### config.mk
export PLATFORM = sky130hd
export DESIGN_NAME = websocket_frame_receiver_top
export DESIGN_NICKNAME = d
export VERILOG_FILES = /design/src/rtl/wfr_pkg.sv /design/src/rtl/websocket_frame_receiver_top.sv
export SDC_FILE = /design/constraint.sdc
export NUM_CORES = 1
export LEC_CHECK = 0
export BUFFER_PORTS_ARGS = -buffer_cell sky130_fd_sc_hd__buf_2
export CELL_PAD_IN_SITES_DETAIL_PLACEMENT = 1
export CELL_PAD_IN_SITES_GLOBAL_PLACEMENT = 1
export CORE_ASPECT_RATIO = 0.75
export CORE_MARGIN = 4
export CORE_UTILIZATION = 53
export DETAILED_ROUTE_END_ITERATION = 10
export GPL_TIMING_DRIVEN = 0
export PLACE_DENSITY_LB_ADDON = 0.1
export REMOVE_ABC_BUFFERS = 1
export SETUP_SLACK_MARGIN = 0.2
export SLEW_MARGIN = 40
export SYNTH_ARGS = -nofsm -noshare
export SYNTH_HDL_FRONTEND = slang
export SYNTH_SLANG_ARGS = --single-unit
### constraint.sdc
create_clock -name i_clk -period 6.5 [get_ports i_clk]
set_input_delay 1.3 -clock i_clk [delete_from_list [all_inputs] [get_ports i_clk]]
set_output_delay 1.3 -clock i_clk [all_outputs]
set_load 0.005 [all_outputs]
### src/rtl/wfr_pkg.sv
// Shared types and constants of the WebSocket frame receiver.
package wfr_pkg;

    localparam int PAYLOAD_BYTES = 32;
    localparam int LEN_W         = $clog2(PAYLOAD_BYTES + 1);
    localparam int IDX_W         = $clog2(PAYLOAD_BYTES);
    localparam int MASK_BYTES    = 4;
    localparam int HEAD_BYTES    = 6;
    localparam int HEAD_IDX_W    = $clog2(HEAD_BYTES);
    localparam int POINTER_BYTES = 6;
    localparam int KEY_BYTES     = 3;

    localparam logic [3:0] KIND_BINARY = 4'h2;
    localparam logic [3:0] KIND_CLOSE  = 4'h8;
    localparam logic [3:0] KIND_PING   = 4'h9;
    localparam logic [3:0] KIND_PONG   = 4'hA;

    localparam logic [7:0] TAG_POINTER = 8'h01;
    localparam logic [7:0] TAG_KEY     = 8'h02;
    localparam logic [6:0] LEN_EXT16   = 7'd126;

    localparam logic OP_BYTE    = 1'b0;
    localparam logic OP_RESTART = 1'b1;

    typedef enum logic [2:0] {
        EV_POINTER = 3'd0,
        EV_KEY     = 3'd1,
        EV_PONG    = 3'd2,
        EV_CLOSE   = 3'd3,
        EV_ERROR   = 3'd4
    } t_event;

    typedef enum logic [3:0] {
        PH_HDR0 = 4'b0001,
        PH_HDR1 = 4'b0010,
        PH_MASK = 4'b0100,
        PH_DATA = 4'b1000
    } t_phase;

    typedef struct packed {
        logic       opcode;
        logic [7:0] rx_byte;
    } t_in_item;

    typedef struct packed {
        t_event             event_res;
        logic signed [15:0] pointer_x;
        logic signed [15:0] pointer_y;
        logic               pointer_pressed;
        logic [15:0]        key_code;
        logic [7:0]         reply_byte;
        logic               reply_has_byte;
        logic               last;
    } t_out_item;

endpackage

### src/rtl/websocket_frame_receiver_top.sv
// Top level of the WebSocket frame receiver: header parser, payload store, reply echo.
//
// Usage:
//   Input channel (i_valid, o_stall, i_item): one item per stream byte, or a restart
//   item that returns the parser to the first header byte without a result.
//   Output channel (o_valid, i_stall, o_res): result items; a run of results ends
//   with o_res.last set.
// Timing: a result appears in the output register in the cycle after the item causing it.
//   An echo of a ping or close starts when the final frame byte sets the echo busy flag,
//   then moves one byte per cycle while the receiver does not stall; each read goes through
//   the single read port of the payload store, whose read data is registered.
// Throughput: one item per cycle while bytes are parsed. During an echo the input is
//   stalled until its last byte moves to the output register, and while a result is held.
// Reset (synchronous, active low): parser back to the first header byte, output
//   empty, echo idle. The payload store and mask bytes are not cleared; every entry
//   is written within a frame before it is read.
// Receiver stall: the output register holds its item; the input is stalled as long
//   as a held result or a running echo would block the next one.
module websocket_frame_receiver_top (
    input  logic               i_clk,
    input  logic               i_rst_n,
    input  logic               i_valid,
    output logic               o_stall,
    input  wfr_pkg::t_in_item  i_item,
    output logic               o_valid,
    input  logic               i_stall,
    output wfr_pkg::t_out_item o_res
);
    import wfr_pkg::*;

    // Parser state
    t_phase           r_phase,  n_phase;
    logic [3:0]       r_kind,   n_kind;
    logic [LEN_W-1:0] r_len,    n_len;
    logic [LEN_W-1:0] r_cnt,    n_cnt;
    logic [2:0]       r_mcnt,   n_mcnt;

    // Mask bytes and copies of the leading payload bytes for binary decoding
    logic [7:0] r_mask [MASK_BYTES];
    logic [7:0] r_head [HEAD_BYTES];

    // Payload store with registered read data
    logic [7:0] r_store [PAYLOAD_BYTES];
    logic [7:0] r_q;

    // Echo sequencer
    logic             r_busy,     n_busy;
    logic [LEN_W-1:0] r_echo_cnt, n_echo_cnt;
    logic [LEN_W-1:0] r_issue,    n_issue;
    t_event           r_echo_ev,  n_echo_ev;
    logic             r_rd_pend,  n_rd_pend;
    logic             r_q_last,   n_q_last;

    // Output register
    logic      r_out_valid, n_out_valid;
    t_out_item r_out,       n_out;

    logic             in_acc;
    logic [7:0]       unmasked;
    logic [7:0]       head_byte [HEAD_BYTES];
    logic             hdr_ok;
    logic             fin;
    logic [LEN_W-1:0] fin_cnt;
    logic             res_load;
    t_out_item        res_val;
    logic             move;
    logic             issue;
    logic             wr_store;
    logic             wr_mask;
    logic             wr_head;

    // Hold the input while an echo runs or a held result cannot drain.
    assign o_stall = r_busy || (r_out_valid && i_stall);
    assign in_acc  = i_valid && !o_stall;
    assign o_valid = r_out_valid;
    assign o_res   = r_out;

    assign unmasked = i_item.rx_byte ^ r_mask[r_cnt[1:0]];

    // Merge the byte being written now so the frame can be decoded at its last byte.
    always_comb begin
        for (int k = 0; k < HEAD_BYTES; k++) begin
            head_byte[k] = (r_phase == PH_DATA && r_cnt == LEN_W'(k)) ? unmasked : r_head[k];
        end
    end

    always_comb begin
        n_phase     = r_phase;
        n_kind      = r_kind;
        n_len       = r_len;
        n_cnt       = r_cnt;
        n_mcnt      = r_mcnt;
        n_busy      = r_busy;
        n_echo_cnt  = r_echo_cnt;
        n_issue     = r_issue;
        n_echo_ev   = r_echo_ev;
        n_rd_pend   = r_rd_pend;
        n_q_last    = r_q_last;
        n_out_valid = r_out_valid;
        n_out       = r_out;
        hdr_ok      = 1'b0;
        fin         = 1'b0;
        fin_cnt     = r_cnt;
        res_load    = 1'b0;
        res_val     = '0;
        wr_store    = 1'b0;
        wr_mask     = 1'b0;
        wr_head     = 1'b0;

        // Parse one accepted item.
        if (in_acc) begin
            if (i_item.opcode == OP_RESTART) begin
                n_phase = PH_HDR0;
                n_kind  = '0;
                n_len   = '0;
                n_cnt   = '0;
                n_mcnt  = '0;
            end else begin
                unique case (r_phase)
                    PH_HDR0: begin
                        hdr_ok = i_item.rx_byte[7] && (i_item.rx_byte[6:4] == 3'b000) &&
                                 (i_item.rx_byte[3:0] == KIND_BINARY ||
                                  i_item.rx_byte[3:0] == KIND_CLOSE  ||
                                  i_item.rx_byte[3:0] == KIND_PING   ||
                                  i_item.rx_byte[3:0] == KIND_PONG);
                        if (hdr_ok) begin
                            n_kind  = i_item.rx_byte[3:0];
                            n_phase = PH_HDR1;
                        end else begin
                            res_load          = 1'b1;
                            res_val.event_res = EV_ERROR;
                            res_val.last      = 1'b1;
                            n_phase           = PH_HDR0;
                            n_kind            = '0;
                            n_len             = '0;
                            n_cnt             = '0;
                            n_mcnt            = '0;
                        end
                    end
                    PH_HDR1: begin
                        n_cnt = '0;
                        if (!i_item.rx_byte[7] || i_item.rx_byte[6:0] >= LEN_EXT16 ||
                            i_item.rx_byte[6:0] > 7'(PAYLOAD_BYTES)) begin
                            res_load          = 1'b1;
                            res_val.event_res = EV_ERROR;
                            res_val.last      = 1'b1;
                            n_phase           = PH_HDR0;
                            n_kind            = '0;
                            n_len             = '0;
                            n_mcnt            = '0;
                        end else begin
                            n_len   = i_item.rx_byte[LEN_W-1:0];
                            n_mcnt  = '0;
                            n_phase = PH_MASK;
                        end
                    end
                    PH_MASK: begin
                        wr_mask = 1'b1;
                        n_mcnt  = r_mcnt + 3'd1;
                        if (n_mcnt >= 3'(MASK_BYTES)) begin
                            if (r_len == '0) begin
                                fin     = 1'b1;
                                fin_cnt = r_cnt;
                            end else begin
                                n_phase = PH_DATA;
                            end
                        end
                    end
                    PH_DATA: begin
                        wr_store = (r_cnt < LEN_W'(PAYLOAD_BYTES));
                        wr_head  = (r_cnt < LEN_W'(HEAD_BYTES));
                        n_cnt    = r_cnt + 1'b1;
                        if (n_cnt >= r_len) begin
                            fin     = 1'b1;
                            fin_cnt = n_cnt;
                        end
                    end
                    default: begin
                        n_phase = PH_HDR0;
                    end
                endcase
            end
        end

        // Complete the frame: decide its results and return to the first header byte.
        if (fin) begin
            n_phase = PH_HDR0;
            n_kind  = '0;
            n_len   = '0;
            n_cnt   = '0;
            n_mcnt  = '0;
            if (r_kind == KIND_CLOSE || r_kind == KIND_PING) begin
                if (fin_cnt == '0) begin
                    res_load          = 1'b1;
                    res_val.event_res = (r_kind == KIND_CLOSE) ? EV_CLOSE : EV_PONG;
                    res_val.last      = 1'b1;
                end else begin
                    n_busy     = 1'b1;
                    n_echo_cnt = fin_cnt;
                    n_issue    = '0;
                    n_echo_ev  = (r_kind == KIND_CLOSE) ? EV_CLOSE : EV_PONG;
                end
            end else if (r_kind == KIND_BINARY && fin_cnt != '0) begin
                if (head_byte[0] == TAG_POINTER && fin_cnt >= LEN_W'(POINTER_BYTES)) begin
                    res_load                = 1'b1;
                    res_val.event_res       = EV_POINTER;
                    res_val.pointer_x       = {head_byte[2], head_byte[1]};
                    res_val.pointer_y       = {head_byte[4], head_byte[3]};
                    res_val.pointer_pressed = |head_byte[5];
                    res_val.last            = 1'b1;
                end else if (head_byte[0] == TAG_KEY && fin_cnt >= LEN_W'(KEY_BYTES)) begin
                    res_load          = 1'b1;
                    res_val.event_res = EV_KEY;
                    res_val.key_code  = {head_byte[2], head_byte[1]};
                    res_val.last      = 1'b1;
                end
            end
        end

        // Echo: move read data to the output, issue the next read behind it.
        move  = r_rd_pend && (!r_out_valid || !i_stall);
        issue = r_busy && (r_issue < r_echo_cnt) && (!r_rd_pend || move);
        if (issue) begin
            n_issue   = r_issue + 1'b1;
            n_rd_pend = 1'b1;
            n_q_last  = ((r_issue + 1'b1) == r_echo_cnt);
        end else if (move) begin
            n_rd_pend = 1'b0;
        end
        if (move && r_q_last) begin
            n_busy = 1'b0;
        end

        // Output register
        if (res_load) begin
            n_out_valid = 1'b1;
            n_out       = res_val;
        end else if (move) begin
            n_out_valid          = 1'b1;
            n_out                = '0;
            n_out.event_res      = r_echo_ev;
            n_out.reply_byte     = r_q;
            n_out.reply_has_byte = 1'b1;
            n_out.last           = r_q_last;
        end else if (r_out_valid && !i_stall) begin
            n_out_valid = 1'b0;
        end
    end

    always_ff @(posedge i_clk) begin
        if (!i_rst_n) begin
            r_phase     <= PH_HDR0;
            r_kind      <= '0;
            r_len       <= '0;
            r_cnt       <= '0;
            r_mcnt      <= '0;
            r_busy      <= 1'b0;
            r_echo_cnt  <= '0;
            r_issue     <= '0;
            r_echo_ev   <= EV_PONG;
            r_rd_pend   <= 1'b0;
            r_q_last    <= 1'b0;
            r_out_valid <= 1'b0;
        end else begin
            r_phase     <= n_phase;
            r_kind      <= n_kind;
            r_len       <= n_len;
            r_cnt       <= n_cnt;
            r_mcnt      <= n_mcnt;
            r_busy      <= n_busy;
            r_echo_cnt  <= n_echo_cnt;
            r_issue     <= n_issue;
            r_echo_ev   <= n_echo_ev;
            r_rd_pend   <= n_rd_pend;
            r_q_last    <= n_q_last;
            r_out_valid <= n_out_valid;
        end
    end

    always_ff @(posedge i_clk) begin
        r_out <= n_out;
        if (wr_mask) begin
            r_mask[r_mcnt[1:0]] <= i_item.rx_byte;
        end
        if (wr_head) begin
            r_head[r_cnt[HEAD_IDX_W-1:0]] <= unmasked;
        end
    end

    // Payload store: one write port, one registered read port.
    always_ff @(posedge i_clk) begin
        if (wr_store) begin
            r_store[r_cnt[IDX_W-1:0]] <= unmasked;
        end
        if (issue) begin
            r_q <= r_store[r_issue[IDX_W-1:0]];
        end
    end

endmodule

==> impl_results.md <==
- Crit path largest cell delay: 760 ps
- Starting Density: 0.5395
- RSZ-0062 raised after global routing: no
- CTS Root Cell: clkbuf_16
- Final Max Tran Viols: 0
- Crit path max-delay family: compound AO/OA/AOI/OAI gates
- DP Area: 19800 um2
- Number of flops mapped to enable cells by yosys: 396
- Initial antenna violation count: 1
- Share of cells above drive strength 1: 0.2656
- Tot Pwr: 5.768 mW
- N_diodes: 0
- Post-route antenna net violation count: 0
- Die height: 171.1 um
- Number of remaining DRC errors: 0
- Period Utilization, post-route: 0.8152
- Design area: 21280 um2
- Core area: 34840 um2
- Power density over cell area: 271.1 nW/um2
- Final net count: 1269
- Vias in the first global route: 11140
- Total CTS buffers: 44
- Synth cell types: 75
- Total die area: 38570 um2
- Register cell area after layout: 12940 um2
- 1st-pass router iterations: 5
- Total GRT Usage: 0.2424
- Yosys reg bits: 448
- Type of origin of the critical path: register
- Avg Cell Area, Syn: 16.27 um2
- VDD IR max: 0.0002035 V
- Hold Path Class: reg -> reg
- Area Growth Syn to Fin: 13.19%
- Slew @ Worst Pin: 871.2 ps
- Port bufs: 76
- Critical path class: reg -> reg
- Post-synth ARST share: 0
- H-tree depth: 2
- Clock Tree Buf Depth: 3
- Worst path buffer plus inverter count: 3
- FF-to-FF path depth: 11
- Postcts setup bufs: 0
- Slew headroom: 0.4192
- Final core area utilization: 0.6106
- Seq/Total Area, Yosys: 0.6880
- CTS resizes: 0
- First-pass GRT wire length: 70260 um
- Primary FF master, synth: edfxtp_1
- FF-to-FF setup slack: 1200 ps
- CP Depth: 11
- WHS Path Cells: 2
- Outcome: complete, no violations
- YS warnings: 0
- Final setup vio count: 0
- Slowest-stage cell, CP: dfxtp_1
- Gr ovfl total: 0
- CTS sink cnt: 448
- Mapped Area: 18800 um2
- Number of max-cap violations: 0
- Via count: 10650
- CP endpoint kind: register
- Hold Buf Count CTS: 0
- Syn Inst Count: 1155
- DR iter-0 viols: 1154
- Final hold viol count: 0
- Fin Hold WS: 470.7 ps
- Skew-Pair Late Insertion Delay: 560 ps
- Via density per instance: 6.170
- P_leak: 6.878 nW
- CTS tree: built
- Crit path required time: 6800 ps
- Clk_skew: 18.58 ps
- Final GP Congestion: 0.8044
- Crit path time final: 5299 ps
- CP arrival: 5600 ps
- Horiz. Die Dim: 225.5 um
- Cell repeated most along the worst path: ha_1
- Highest clock rate: 188.7 MHz
- Largest net degree at the start of global routing: 40
- Post-DP HPWL: 30220 um
- Fillcell total: 3132
- Num rows: 59
- Critical path fanouts, max: 28
- WL final: 46050 um
- Boundary Pins: 77
- WL per Instance: 26.68 um
- Clock-pin slew on the worst setup and hold paths: 60 ps
- Worst-path cell chain: clkinv_1 -> ha_1 -> ha_1 -> a21oi_1 -> o221ai_1 -> a21boi_0 -> o211ai_1 -> o311ai_4 -> buf_4 -> or3_4 -> buf_12
- Multi-input logic area: 5600 um2
[layout make-up]
type	count	share of cell area
tap	457	0.02688
sequential	448	0.6084
clock inverter	22	0.01123
multi-input combinational	618	0.2632
clock buffer	59	0.05534
timing repair buffer	89	0.02899
inverter	33	0.005940
[metal layers]
layer | wire [um] | vias up | GRT usage
li1 | - | 4645 | -
met1 | 20400 | 5599 | 0.3634
met2 | 22020 | 358 | 0.3836
met3 | 3078 | 46 | 0.04322
met4 | 535 | 2 | 0.04525
met5 | 17 | - | 0
[kinds of logic after synthesis]
logic type | synth area share
flops | 0.6880
mux | 0.1182
buf+inv | 0.02157
compound gates | 0.04819
xor+xnor | 0.01724
fa+ha+maj | 0.01464
simple gates | 0.09213
[tightest hold or removal path: stages, from the launching register on]
cell and delay, ps:
dfxtp_1 320, nand2_1 60, a21oi_1 50
[cells in the mapped netlist, drive strengths merged, types with 22 or more instances]
cell / number / area [um2]
nor3: 29 / 145.1
nand3: 26 / 135.1
inv: 32 / 120.1
clkbuf: 35 / 131.4
edfxtp: 396 / 11890
mux4: 88 / 1982
a21oi: 63 / 315.3
ha: 22 / 275.3
dfxtp: 52 / 1041
nand2: 39 / 146.4
nor2: 147 / 729.5
[worst paths after layout]
| check | from | end |
|---|---|---|
| max | r_cnt[0] | o_res[61] |
| min | r_len[4] | r_len[4] |
| max reg2reg | r_cnt[0] | o_res[61] |
| min reg2reg | r_len[4] | r_len[4] |
[per-stage QoR]
stage	instances	setup slack (ps)	TNS, ps
2_1_floorplan	1099	1567	0
3_3_place_gp	1632	-408.4	-21110
3_5_place_dp	1645	1421	0
4_1_cts	1726	1352	0
5_1_grt	1726	998.3	0
6_report	1726	1201	0
[power breakdown]
group	total, mW	internal, mW	switching (mW)
clock network	2.51	1.44	1.07
logic	0.114	0.0238	0.0901
registers	3.14	3.14	0.00327
total	5.77	4.60	1.17
[sequential cells by signal (all words and copies together), names as in the netlist, 6 cells and up, named ones only]
signal	flops
o_res	62
r_cnt	6
r_echo_cnt	6
r_head	48
r_issue	6
r_len	6
r_mask	32
r_q	8
r_store	256
[cell usage in the layout, fill, tap and decap left out, drive strengths merged, types with 29 or more instances in the layout]
| cell type | n |
|---|---|
| edfxtp | 396 |
| nor2 | 147 |
| buf | 89 |
| mux4 | 88 |
| a21oi | 63 |
| clkbuf | 59 |
| dfxtp | 52 |
| nand2 | 39 |
| inv | 32 |
| nor3 | 29 |
Note: power is estimated with default switching activity, not from simulation.
